<file path="src/rtl/lctp_pkg.sv">
package lctp_pkg;

  // Default sizes of the mask memory and of the trace step budget
  localparam int DefMaxWidth  = 256;
  localparam int DefMaxHeight = 256;
  localparam int DefMaxSteps  = 65536;

  localparam int LabelW   = 16;
  localparam int DimW     = 9;
  localparam int CfgAddrW = 2;
  localparam int CfgDataW = 16;
  localparam int CountW   = 17;
  localparam int PerimW   = 33;
  localparam int ProdW    = 2 * CountW;

  // Configuration register indexes
  localparam logic [CfgAddrW-1:0] RegTarget = 2'd0;
  localparam logic [CfgAddrW-1:0] RegWidth  = 2'd1;
  localparam logic [CfgAddrW-1:0] RegHeight = 2'd2;

  localparam logic [LabelW-1:0] TargetReset = 16'd1;
  localparam logic [DimW-1:0]   WidthReset  = 9'd256;
  localparam logic [DimW-1:0]   HeightReset = 9'd256;

  localparam logic [CountW-1:0] CountCap = 17'd65536;
  localparam logic [CountW-1:0] AreaCap  = 17'h1FFFF;
  localparam logic [CountW-1:0] Sqrt2Q16 = 17'd92682;
  localparam logic [PerimW-1:0] PerimCap = 33'd6074007552;

  // Turn applied after a step: next search starts at (dir + 6) mod 8
  localparam logic [2:0] DirTurn  = 3'd6;
  localparam logic [2:0] DirFirst = 3'd0;
  localparam logic [2:0] DirLast  = 3'd7;

  typedef struct packed {
    logic [LabelW-1:0] pixel_label;
    logic              last_pixel;
  } pixel_t;

  typedef struct packed {
    logic              found;
    logic [7:0]        start_x;
    logic [7:0]        start_y;
    logic [CountW-1:0] region_area;
    logic [CountW-1:0] straight_steps;
    logic [CountW-1:0] diagonal_steps;
    logic [PerimW-1:0] perimeter_q16;
    logic              step_limit_hit;
  } result_t;

  typedef struct packed {
    logic load;
    logic init;
    logic probe;
    logic check;
    logic mul;
    logic emit;
  } dp_cmd_t;

  typedef struct packed {
    logic start_seen;
    logic nb_hit;
    logic at_home;
    logic limit;
    logic last_dir;
  } dp_status_t;

  // Two's complement column offset of a direction, 0 = down-left, counterclockwise
  function automatic logic [1:0] dir_dx(input logic [2:0] d);
    logic [1:0] r;
    case (d)
      3'd0:    r = 2'b11;
      3'd1:    r = 2'b00;
      3'd2:    r = 2'b01;
      3'd3:    r = 2'b01;
      3'd4:    r = 2'b01;
      3'd5:    r = 2'b00;
      3'd6:    r = 2'b11;
      3'd7:    r = 2'b11;
      default: r = 2'b00;
    endcase
    return r;
  endfunction

  // Row offset of a direction; rows grow downward
  function automatic logic [1:0] dir_dy(input logic [2:0] d);
    logic [1:0] r;
    case (d)
      3'd0:    r = 2'b01;
      3'd1:    r = 2'b01;
      3'd2:    r = 2'b01;
      3'd3:    r = 2'b00;
      3'd4:    r = 2'b11;
      3'd5:    r = 2'b11;
      3'd6:    r = 2'b11;
      3'd7:    r = 2'b00;
      default: r = 2'b00;
    endcase
    return r;
  endfunction

endpackage

</file>
<file path="src/rtl/lctp_ctrl.sv">
module lctp_ctrl (
  input  logic                  clk_i,
  input  logic                  rst_ni,
  input  logic                  start,
  input  logic                  last_pixel_i,
  input  lctp_pkg::dp_status_t  status_i,
  output lctp_pkg::dp_cmd_t     cmd_o,
  output logic                  busy
);

  localparam logic [2:0] SLoad  = 3'd0;
  localparam logic [2:0] SInit  = 3'd1;
  localparam logic [2:0] SProbe = 3'd2;
  localparam logic [2:0] SCheck = 3'd3;
  localparam logic [2:0] SMul   = 3'd4;
  localparam logic [2:0] SEmit  = 3'd5;

  logic [2:0] state_q, state_d;

  always_comb begin
    state_d = state_q;
    cmd_o   = '0;
    case (state_q)
      SLoad: begin
        cmd_o.load = start;
        if (start && last_pixel_i) begin
          state_d = SInit;
        end
      end
      SInit: begin
        cmd_o.init = 1'b1;
        state_d    = status_i.start_seen ? SProbe : SMul;
      end
      SProbe: begin
        cmd_o.probe = 1'b1;
        state_d     = SCheck;
      end
      SCheck: begin
        cmd_o.check = 1'b1;
        if (status_i.nb_hit) begin
          state_d = (status_i.at_home || status_i.limit) ? SMul : SProbe;
        end else begin
          state_d = status_i.last_dir ? SMul : SProbe;
        end
      end
      SMul: begin
        cmd_o.mul = 1'b1;
        state_d   = SEmit;
      end
      SEmit: begin
        cmd_o.emit = 1'b1;
        state_d    = SLoad;
      end
      default: begin
        state_d = SLoad;
      end
    endcase
  end

  always_ff @(posedge clk_i or negedge rst_ni) begin
    if (!rst_ni) begin
      state_q <= SLoad;
    end else begin
      state_q <= state_d;
    end
  end

  assign busy = (state_q != SLoad);

endmodule

</file>
<file path="config.mk">
export PLATFORM = sky130hd
export DESIGN_NAME = lctp_ctrl
export DESIGN_NICKNAME = d
export VERILOG_FILES = /design/src/rtl/lctp_pkg.sv /design/src/rtl/lctp_ctrl.sv
export SDC_FILE = /design/constraint.sdc
export NUM_CORES = 1
export LEC_CHECK = 0
export BUFFER_PORTS_ARGS = -buffer_cell sky130_fd_sc_hd__buf_2
export CORE_AREA = 10 10 47 49
export DETAILED_ROUTE_END_ITERATION = 16
export DIE_AREA = 0 0 57 59
export HOLD_SLACK_MARGIN = 0.06
export SYNTH_ARGS = -nofsm -noshare
export SYNTH_HDL_FRONTEND = slang
export SYNTH_SLANG_ARGS = --single-unit
export TNS_END_PERCENT = 50
</file>
<file path="constraint.sdc">
create_clock -name clk_i -period 3.3 [get_ports clk_i]
set_input_delay 0.825 -clock clk_i [delete_from_list [all_inputs] [get_ports clk_i]]
set_output_delay 0.825 -clock clk_i [all_outputs]
set_load 0.03 [all_outputs]
</file>
==> out/metrics.cfg, run 1 <==
[placement]
dp.cells=52
portBuffers=15
place.gp.congestion=0.6314

[clocking]
htree_levels=1
clkTransAtPathRegs_ns=0.04
root_buffer=clkbuf_4
cts_setup_buffers=0
cts_sinks=3
cts_tree=built
clk_path_buf_depth=2
cts.repair.resized=0
clkLatencyLatePin_ns=0.23
cts_hold_buffers=0
cts_buffers=3

[synth]
ys_types=14
synthCells=24
synth-seq-cells=3
ys.flop_type=dfrtp_1
synth_seq_area_share=0.3352
netlist_area_sq_um=224.0
synth_top_area_share=0.3352
synth_mux_area_frac=0.04469
yosys.area.top_type=dfrtp_1
synth_xor_area_frac=0
synth_edf_count=0
yosys_warnings=0
syn_avg_cell_area_sq_um=9.332
synth_top_family_by_area=simple AND/OR/NAND/NOR gates
synth_compound_area_frac=0.1899
ys_async_sr_fraction=1.000
synth_simple_gate_area_share=0.3184
synth_adder_area_share=0
yosys-top-cells-count=dfrtp_1, nor2_1, nor3b_1
ys_top_cells_by_area=dfrtp_1, nor3b_1, and3b_2
syn_nets=33

[sta]
setup_viol_count_final=0
max_freq_mhz=447.8
fin_setup_tns_ns=0
timing.final.crit_share=0.6767
period_minus_slack_ns=2.233
skew_ns=0.001573
maxSlewViolCount=0
grt_setup_unrepaired=no
max_slew_margin=0.7926
hold_viol=0
hold_ws_ns=0.3806
worstMarginPinSlew_ns=0.3111

[global_routing]
antenna_found_initial=0
track_usage=0.04114
grt_start_max_net_pins=12
grt_first_pass_wirelength_um=1014
gr-total-overflow=0
grt_pass1_vias=248

[pwr]
power_mw=0.3295
p_comb_frac=0.519
p_per_area_nw_per_um2=1017
swShare=0.4924
netSwitchingPower_mw=0.1622
power.internal_mw=0.1672
leakagePower_nw=0.1644
p_seq_frac=0.288
p_clk_frac=0.193
ir_drop_mv=0.1943

[finish]
fin_nets=50
syn_to_final_growth_pct=44.69
regMostFlops=state_q
instances_no_fill=56
largest_register_ffs=3
reg_top3=state_q: 3 flops
drive_gt1_frac=0.5500
diodes=0
fill_cells=165

[route]
vias=219
routedWlPerCell_um=11.29
drtPass1Iterations=1
routed_wl_um=632
via_per_inst=3.911
drcViolationCount=0
drtIter0Drc=0
ant_nets=0

[die]
row_count=14
die_y_um=59
die_w_um=57
coreArea_sq_um=1401
die-area_sq_um=3363
start_util=0.1598
pin_count=16

[outcome]
outcome=finished, final reports clean

[critical_path]
r2r_cells=2
crit_fanout=11
reg2reg_from=state_q[2]$_DFFE_PN0P_
path_class=flop to output pin
required_ns=2.47
crit_chain=or3_4, nor2_2, buf_2
critPathSlowestCell=dfrtp_1
start_kind=flop
cp-startpoint=state_q[1]$_DFFE_PN0P_
reg2reg_slack_ns=2.29
slowest_delay_ns=0.48
end_kind=output pin
r2r-end=state_q[2]$_DFFE_PN0P_
arrival_ns=1.41

[flow_run]
drv_cap=0

[hold_path]
hp-class=input pin to async pin

[area by class of cell]
| class | instances | area (sq um) | area share |
|---|---|---|---|
| multi-input cells | 17 | 123.9 | 0.3822 |
| flip-flops and latches | 3 | 75.07 | 0.2317 |
| repair buffers | 15 | 75.07 | 0.2317 |
| clock buffers | 4 | 26.28 | 0.08108 |
| well taps | 16 | 20.02 | 0.06178 |
| inverters | 1 | 3.754 | 0.01158 |
[placed cells by master, fill, tap and decap left out]
cell type / instances
or3_4: 1
a21oi_1: 2
mux2i_1: 1
inv_1: 1
buf_2: 15
nor2_2: 1
o2bb2ai_1: 1
a211oi_1: 2
nor2_1: 3
clkbuf_4: 3
a311oi_1: 1
clkbuf_1: 1
nor3b_1: 3
dfrtp_1: 3
and3b_2: 2
[metrics by stage]
| stage | util | setup slack, ns | area, sq um |
|---|---|---|---|
| after floorplan | - | 1.212 | 224.0 |
| after global routing | 0.2313 | 1.002 | 324.1 |
| final | 0.2313 | 1.067 | 324.1 |
| after detailed placement | 0.2125 | 1.248 | 297.8 |
| after global placement | 0.2125 | 1.246 | 297.8 |
| after CTS | 0.2313 | 1.063 | 324.1 |
[how the worst max path moves through the flow]
stage | slack, ns | to | cells after the start
2_1_floorplan | 1.21 | cmd_o[1] | 2
3_3_place_gp | 1.25 | cmd_o[5] | 4
3_5_place_dp | 1.25 | cmd_o[5] | 4
4_1_cts | 1.06 | cmd_o[5] | 3
5_1_grt | 1.00 | cmd_o[5] | 3
6_report | 1.07 | cmd_o[5] | 3
[worst max-delay path, delay by kind of cell, from the launching register on]
| kind | cells | cell delay [ns] |
|---|---|---|
| buffers and inverters | 1 | 0.19 |
| DFF | 1 | 0.48 |
| and+or+nand+nor | 2 | 0.50 |
[cell families (layout without fill, tap and decap cells)]
| group | after synthesis | after routing |
|---|---|---|
| buf+inv | 4 | 20 |
| compound gates | 6 | 6 |
| flops | 3 | 3 |
| mux | 1 | 1 |
| simple gates | 10 | 10 |
[power by group through the flow]
stage / clock, mW / sequential (mW) / combinational, mW
floorplan: 0 / 0.0589 / 0.178
global placement: 0 / 0.0919 / 0.174
detailed placement: 0 / 0.0938 / 0.175
CTS: 0.0669 / 0.0934 / 0.176
global route: 0.0712 / 0.0981 / 0.186
finish: 0.0636 / 0.0949 / 0.171
[layer usage]
layer	wire length (um)	track usage	vias to the layer above	share of wire
met4	0	0.05034	0	0
met3	71	0.02790	0	0.11
met2	268	0.05581	11	0.42
li1	-	-	117	-
met5	0	0	-	0
met1	291	0.03704	91	0.46
(Power assumes the default switching activity.)
==> run 2, diff against run 1 <==
--- a/config.mk
+++ b/config.mk
@@ -5,6 +5,7 @@
 export SDC_FILE = /design/constraint.sdc
 export NUM_CORES = 1
 export LEC_CHECK = 0
+export ABC_AREA = 1
 export BUFFER_PORTS_ARGS = -buffer_cell sky130_fd_sc_hd__buf_2
 export CORE_AREA = 10 10 47 49
 export DETAILED_ROUTE_END_ITERATION = 16
==> constraint.sdc (replaced) <==
create_clock -name clk_i -period 2.1 [get_ports clk_i]
set_input_delay 0.525 -clock clk_i [delete_from_list [all_inputs] [get_ports clk_i]]
set_output_delay 0.525 -clock clk_i [all_outputs]
set_load 0.03 [all_outputs]
==> run 2 against run 1 <==
  * Clock power up 57%
  * Hold slack worse by 0.30 ns
  * Sequential share of layout area down 1.4 points
  * Power grew 56%
  * Synthesized cell count rose by 50%
  * Cell count increased by 27%
  * Combinational power is 70% higher
  * Utilization grew 1.5 points
  * Critical path type unchanged
  * Highest routed layer unchanged
==> out/metrics.cfg, run 2 <==
[synth]
yosysMostFrequentCell=inv_1
synth-seq-cells=3  ; unchanged
synth_seq_area_share=0.3352  ; unchanged
ys_async_sr_fraction=1.000  ; unchanged
synth_simple_gate_area_share=0.4693  ; +0.1508
synth_compound_area_frac=0.04469  ; -0.1453
synth_top_area_share=0.3352  ; unchanged
ys_types=12  ; -2
syn_nets=45  ; +36%
synth_xor_area_frac=0  ; unchanged
yosys_warnings=0  ; unchanged
yosys-top-cells-count=inv_1, nand2_1, nand3_1
synthCells=36  ; +50%
synth_adder_area_share=0  ; unchanged
ys.flop_type=dfrtp_1
yosys.area.top_type=dfrtp_1
synth_top_family_by_area=simple AND/OR/NAND/NOR gates
synth_mux_area_frac=0  ; -0.04469
netlist_area_sq_um=224.0  ; unchanged
synth_edf_count=0  ; unchanged
ys_top_cells_by_area=dfrtp_1, inv_1, nand3_1
syn_avg_cell_area_sq_um=6.221  ; -33%

[critical_path]
slowest_delay_ns=0.44  ; -0.04 ns
crit_buf_inv=1  ; unchanged
start_kind=flop
cp_common_cell=nor2_1
required_ns=1.57  ; -0.90 ns
critPathSlowestCell=dfrtp_1
end_kind=output pin
crit_fanout=7  ; -4
cpLargestDelayFamily=flip-flops
arrival_ns=1.24  ; -0.17 ns
path_class=flop to output pin
crit_chain=nor2_1, nand2_1, nor2_1, buf_2

[sta]
max_freq_mhz=565.9
maxSlewViolCount=0  ; unchanged
worstMarginPinSlew_ns=0.2096  ; -0.1015 ns
setup_viol_count_final=0  ; unchanged
skew_ns=0.0003302  ; -0.001243 ns
grt_setup_unrepaired=no
max_slew_margin=0.8603  ; +0.06770
hold_viol=0  ; unchanged
fin_setup_tns_ns=0  ; unchanged
period_minus_slack_ns=1.767
timing.final.crit_share=0.8415

[finish]
regMostFlops=state_q
finalInstanceArea_sq_um=345.3  ; +6.6%
reg_top3=state_q: 3 flops
drive_gt1_frac=0.3818  ; -0.1682
syn_to_final_growth_pct=54.19
regArea_sq_um=75.07  ; unchanged
fin_nets=65  ; +30%
final_common_cell=buf_2
multiInputGateArea_sq_um=115.1  ; -7.1%
diodes=0  ; unchanged
fill_cells=171  ; +3.6%
largest_register_ffs=3  ; unchanged
layout_common_cells=buf_2, inv_1, nand3_1, nand2_1

[flow_run]
drv_cap=0  ; unchanged

[die]
row_count=14  ; unchanged
start_util=0.1598  ; unchanged
die-area_sq_um=3363  ; unchanged
pin_count=16  ; unchanged
die_y_um=59  ; unchanged
die_w_um=57  ; unchanged
coreArea_sq_um=1401  ; unchanged

[route]
ant_nets=0  ; unchanged
via_per_inst=4.000  ; +2.3%
drtIter0Drc=7  ; +7
vias=284  ; +30%
routedWlPerCell_um=10.13  ; -10%
routed_wl_um=719  ; +14%
drcViolationCount=0  ; unchanged
drtPass1Iterations=4  ; +3

[clocking]
htree_levels=1  ; unchanged
cts.repair.resized=0  ; unchanged
cts_sinks=3  ; unchanged
clkLatencyLatePin_ns=0.23  ; about the same
cts_tree=built
cts_buffers=3  ; unchanged
clk_path_buf_depth=2  ; unchanged
cts_hold_buffers=0  ; unchanged
root_buffer=clkbuf_4
cts_setup_buffers=0  ; unchanged
clkTransAtPathRegs_ns=0.04  ; about the same

[placement]
dp_hpwl_um=631.2
portBuffers=15  ; unchanged
placed_area_sq_um=319.1  ; +7.1%
place.gp.congestion=0.6525  ; +3.3%

[global_routing]
track_usage=0.05058  ; +0.009440
grt_first_pass_wirelength_um=1345  ; +33%
antenna_found_initial=0  ; unchanged
grt_pass1_vias=306  ; +23%
grt_start_max_net_pins=8  ; -4
gr-total-overflow=0  ; unchanged

[hold_path]
hp-class=input pin to async pin

[pwr]
leakagePower_nw=0.2165  ; +32%
power_mw=0.5148  ; +56%
ir_drop_mv=0.5038  ; +160%
p_per_area_nw_per_um2=1491  ; +47%

[outcome]
outcome=finished, final reports clean

## run 2: cell types whose count changed after synthesis, sizes merged, moves of 2 or more
cell,previous run,this run
buf,3,0
inv,1,9
nand2,0,7
nand4,0,2
nor3,0,2
nand3,0,6
and3b,2,0
a211oi,2,0
nor3b,3,0
## run 2: final cells by class
cell class / count / area share
clock buffer: 4 / 0.07609
inverter: 9 / 0.09783
multi-input combinational: 24 / 0.3333
timing repair buffer: 15 / 0.2174
tap: 16 / 0.05797
sequential: 3 / 0.2174
## run 2: final timing paths
check | startpoint | endpoint | slack, ns | cells past startpoint
setup / recovery | state_q[1]$_DFFE_PN0P_ | cmd_o[5] | 0.33 | 4
hold / removal | rst_ni | state_q[0]$_DFFE_PN0P_ | 0.08 | 1
setup reg to reg | state_q[1]$_DFFE_PN0P_ | state_q[0]$_DFFE_PN0P_ | 1.17 | 4
hold reg to reg | state_q[2]$_DFFE_PN0P_ | state_q[2]$_DFFE_PN0P_ | 0.62 | 2
max in group asynchronous | rst_ni | state_q[1]$_DFFE_PN0P_ | 1.91 | 1
min in group clk_i | status_i[4] | state_q[1]$_DFFE_PN0P_ | 0.60 | 3
## run 2: per-layer routing
metal	vias up	share of wire	global-route usage
li1	151	-	-
met1	121	0.49	0.06183
met2	12	0.42	0.06357
met3	0	0.081	0.03219
met4	0	0	0.03020
met5	-	0	0
## run 2: kinds of logic (layout without fill, tap and decap cells)
group                  count (synthesis)  count (layout)
AO/OA/AOI/OAI                          2               2
AND/OR/NAND/NOR                       22              22
buffers and inverters                  9              28
flip-flops                             3               3
## run 2: metrics by stage
step / worst slack [ns] / instances / hold slack [ns] / util
after floorplan: 0.2779 / 36 / 0.2294 / -
after global placement: 0.5898 / 67 / 0.3249 / 0.2277
after detailed placement: 0.5757 / 67 / 0.3244 / 0.2277
after CTS: 0.3198 / 71 / 0.07468 / 0.2464
after global routing: 0.2059 / 71 / 0.06867 / 0.2464
final: 0.3329 / 71 / 0.08241 / 0.2464
## run 2: power by group
part	switching [mW]	internal, mW
Combinational	0.206	0.0852
Sequential	0.0396	0.0839
Clock	0.0287	0.0711
## run 2: worst register-to-register path: stages, from the launching register on
cell,delay (ns)
dfrtp_1,0.44
nor2_1,0.20
nand3_1,0.09
nand2_1,0.07
inv_1,0.04
==> run 3, diff against run 2 <==
==> constraint.sdc (replaced) <==
create_clock -name clk_i -period 1.5 [get_ports clk_i]
set_input_delay 0.375 -clock clk_i [delete_from_list [all_inputs] [get_ports clk_i]]
set_output_delay 0.375 -clock clk_i [all_outputs]
set_load 0.03 [all_outputs]
==> run 3 against run 2 <==
  * Utilization rose by 3.9 points
  * First-iteration DRC count decreased by 57%
  * Count of clock-buffer cells in the layout unchanged
  * Critical path depth is the same
  * Die area is the same
  * Routed wire length shrank 6.4%
  * Non-clock buffer count increased by 2
  * Clock skew is essentially flat
==> out/metrics.cfg, run 3 (same netlist as run 2, synthesis figures left out) <==
[outcome]
outcome=finished, final reports clean

[global_routing]
grt_use_met2=0.07132  ; +0.007752
grt_start_max_net_pins=8  ; unchanged
grt_first_pass_wirelength_um=1166  ; -13%
gr-usage-met3=0.03219  ; unchanged
grt.met1_usage=0.03924  ; -0.02259
antenna_found_initial=0  ; unchanged
grt_pass1_vias=298  ; -2.6%
gr-total-overflow=0  ; unchanged
track_usage=0.04583  ; -0.004756
busiest_layer=met2

[pwr]
p_per_area_nw_per_um2=2063  ; +38%
ir_drop_mv=0.4433  ; -12%
leakagePower_nw=0.2248  ; +3.8%

[sta]
grt_setup_unrepaired=yes
fin_setup_tns_ns=0  ; unchanged
maxSlewViolCount=0  ; unchanged
period_minus_slack_ns=1.471
max_freq_mhz=679.9
timing.final.crit_share=0.9806
skew_ns=0.00003572  ; -0.0002945 ns
setup_viol_count_final=0  ; unchanged
max_slew_margin=0.8982  ; +0.03788
worstMarginPinSlew_ns=0.1512  ; -0.05842 ns
hold_viol=0  ; unchanged

[clocking]
cts_tree=built
clk_path_buf_depth=2  ; unchanged
htree_levels=1  ; unchanged
cts_buffers=3  ; unchanged
clkLatencyLatePin_ns=0.23  ; about the same
clkTransAtPathRegs_ns=0.04  ; about the same
root_buffer=clkbuf_4
cts_sinks=3  ; unchanged

[finish]
reg_top3=state_q: 3 flops
layout_common_cells=buf_2, inv_1, nand3_1, buf_4, nand2_1
regMostFlops=state_q
final_common_cell=buf_2
syn_to_final_growth_pct=78.77
diodes=0  ; unchanged
largest_register_ffs=3  ; unchanged
fin_nets=67  ; +3.1%
drive_gt1_frac=0.5088  ; +0.1270
fill_cells=172  ; +0.58%
finalInstanceArea_sq_um=400.4  ; +16%

[die]
coreArea_sq_um=1401  ; unchanged
die-area_sq_um=3363  ; unchanged
die_w_um=57  ; unchanged
start_util=0.1598  ; unchanged
die_y_um=59  ; unchanged
row_count=14  ; unchanged
pin_count=16  ; unchanged

[critical_path]
required_ns=1.12  ; -0.45 ns
arrival_ns=1.10  ; -0.14 ns
end_kind=output pin
start_kind=flop
path_class=flop to output pin
crit_fanout=5  ; -2

[route]
drcViolationCount=0  ; unchanged
routed_wl_um=673  ; -6.4%
drtPass1Iterations=2  ; -2
via_per_inst=4.000  ; unchanged
drtIter0Drc=3  ; -4
routedWlPerCell_um=9.219  ; -9.0%
vias=292  ; +2.8%
ant_nets=0  ; unchanged

[placement]
place.gp.congestion=0.6705  ; +2.8%
placed_area_sq_um=321.6  ; +0.78%
dp_hpwl_um=594.9  ; -5.8%
portBuffers=15  ; unchanged

[flow_run]
drv_cap=0  ; unchanged

[hold_path]
hp-class=input pin to flop

==> run 3: layout make-up <==
type | instances | area (sq um) | share of cell area
clock buffers | 4 | 26.28 | 0.06563
inverters | 9 | 36.28 | 0.09062
multi-input cells | 24 | 127.6 | 0.3187
flip-flops and latches | 3 | 78.83 | 0.1969
well taps | 16 | 20.02 | 0.05000
repair buffers | 17 | 111.4 | 0.2781
==> run 3: critical path, cell delays in order, from the launching register on <==
cell and delay (ns):
dfrtp_2 0.44, nor2_4 0.14, nand2_1 0.09, inv_1 0.06, buf_4 0.15
==> run 3: what timing repair did <==
action / CTS / global route
hold endpoints to repair: 3 / 0
hold buffers: 1 / 0
pin swaps: 1 / 0
gates resized for setup: 10 / 6
setup endpoints to repair: 5 / 7
buffers inserted: 0 / 1
==> run 3: worst paths after layout <==
path	endpoint	slack (ns)	from	depth (start not counted)
setup / recovery	cmd_o[1]	0.03	state_q[0]$_DFFE_PN0P_	4
hold / removal	state_q[1]$_DFFE_PN0P_	0.45	status_i[4]	3
setup reg to reg	state_q[1]$_DFFE_PN0P_	0.63	state_q[1]$_DFFE_PN0P_	4
hold reg to reg	state_q[0]$_DFFE_PN0P_	0.60	state_q[0]$_DFFE_PN0P_	3
max in group asynchronous	state_q[2]$_DFFE_PN0P_	0.91	rst_ni	2
min in group asynchronous	state_q[0]$_DFFE_PN0P_	0.47	rst_ni	2
==> run 3: metal layers <==
metal / routed length (um) / share of wire / vias to the layer above
met1: 243 / 0.36 / 131
met2: 373 / 0.55 / 6
met3: 57 / 0.085 / 0
li1: - / - / 155
met5: 0 / 0 / -
met4: 0 / 0 / 0
==> run 3: through the flow <==
stage	utilization	hold WS [ns]	power (mW)	worst slack (ns)	cells
2_1_floorplan	-	0.07941	0.4682	-0.04796	36
3_3_place_gp	0.2295	0.1729	0.5867	0.1585	67
3_5_place_dp	0.2295	0.1771	0.5909	0.1381	67
4_1_cts	0.2723	0.4499	0.7975	0.002448	72
5_1_grt	0.2857	0.4602	0.9108	-0.05152	73
6_report	0.2857	0.4526	0.8260	0.02910	73
==> run 3: power by group <==
part | leakage [nW] | switching (mW) | total, mW | internal [mW]
logic | 0.176 | 0.304 | 0.493 | 0.189
clock network | 0.0150 | 0.0393 | 0.139 | 0.0995
registers | 0.0341 | 0.0692 | 0.194 | 0.125
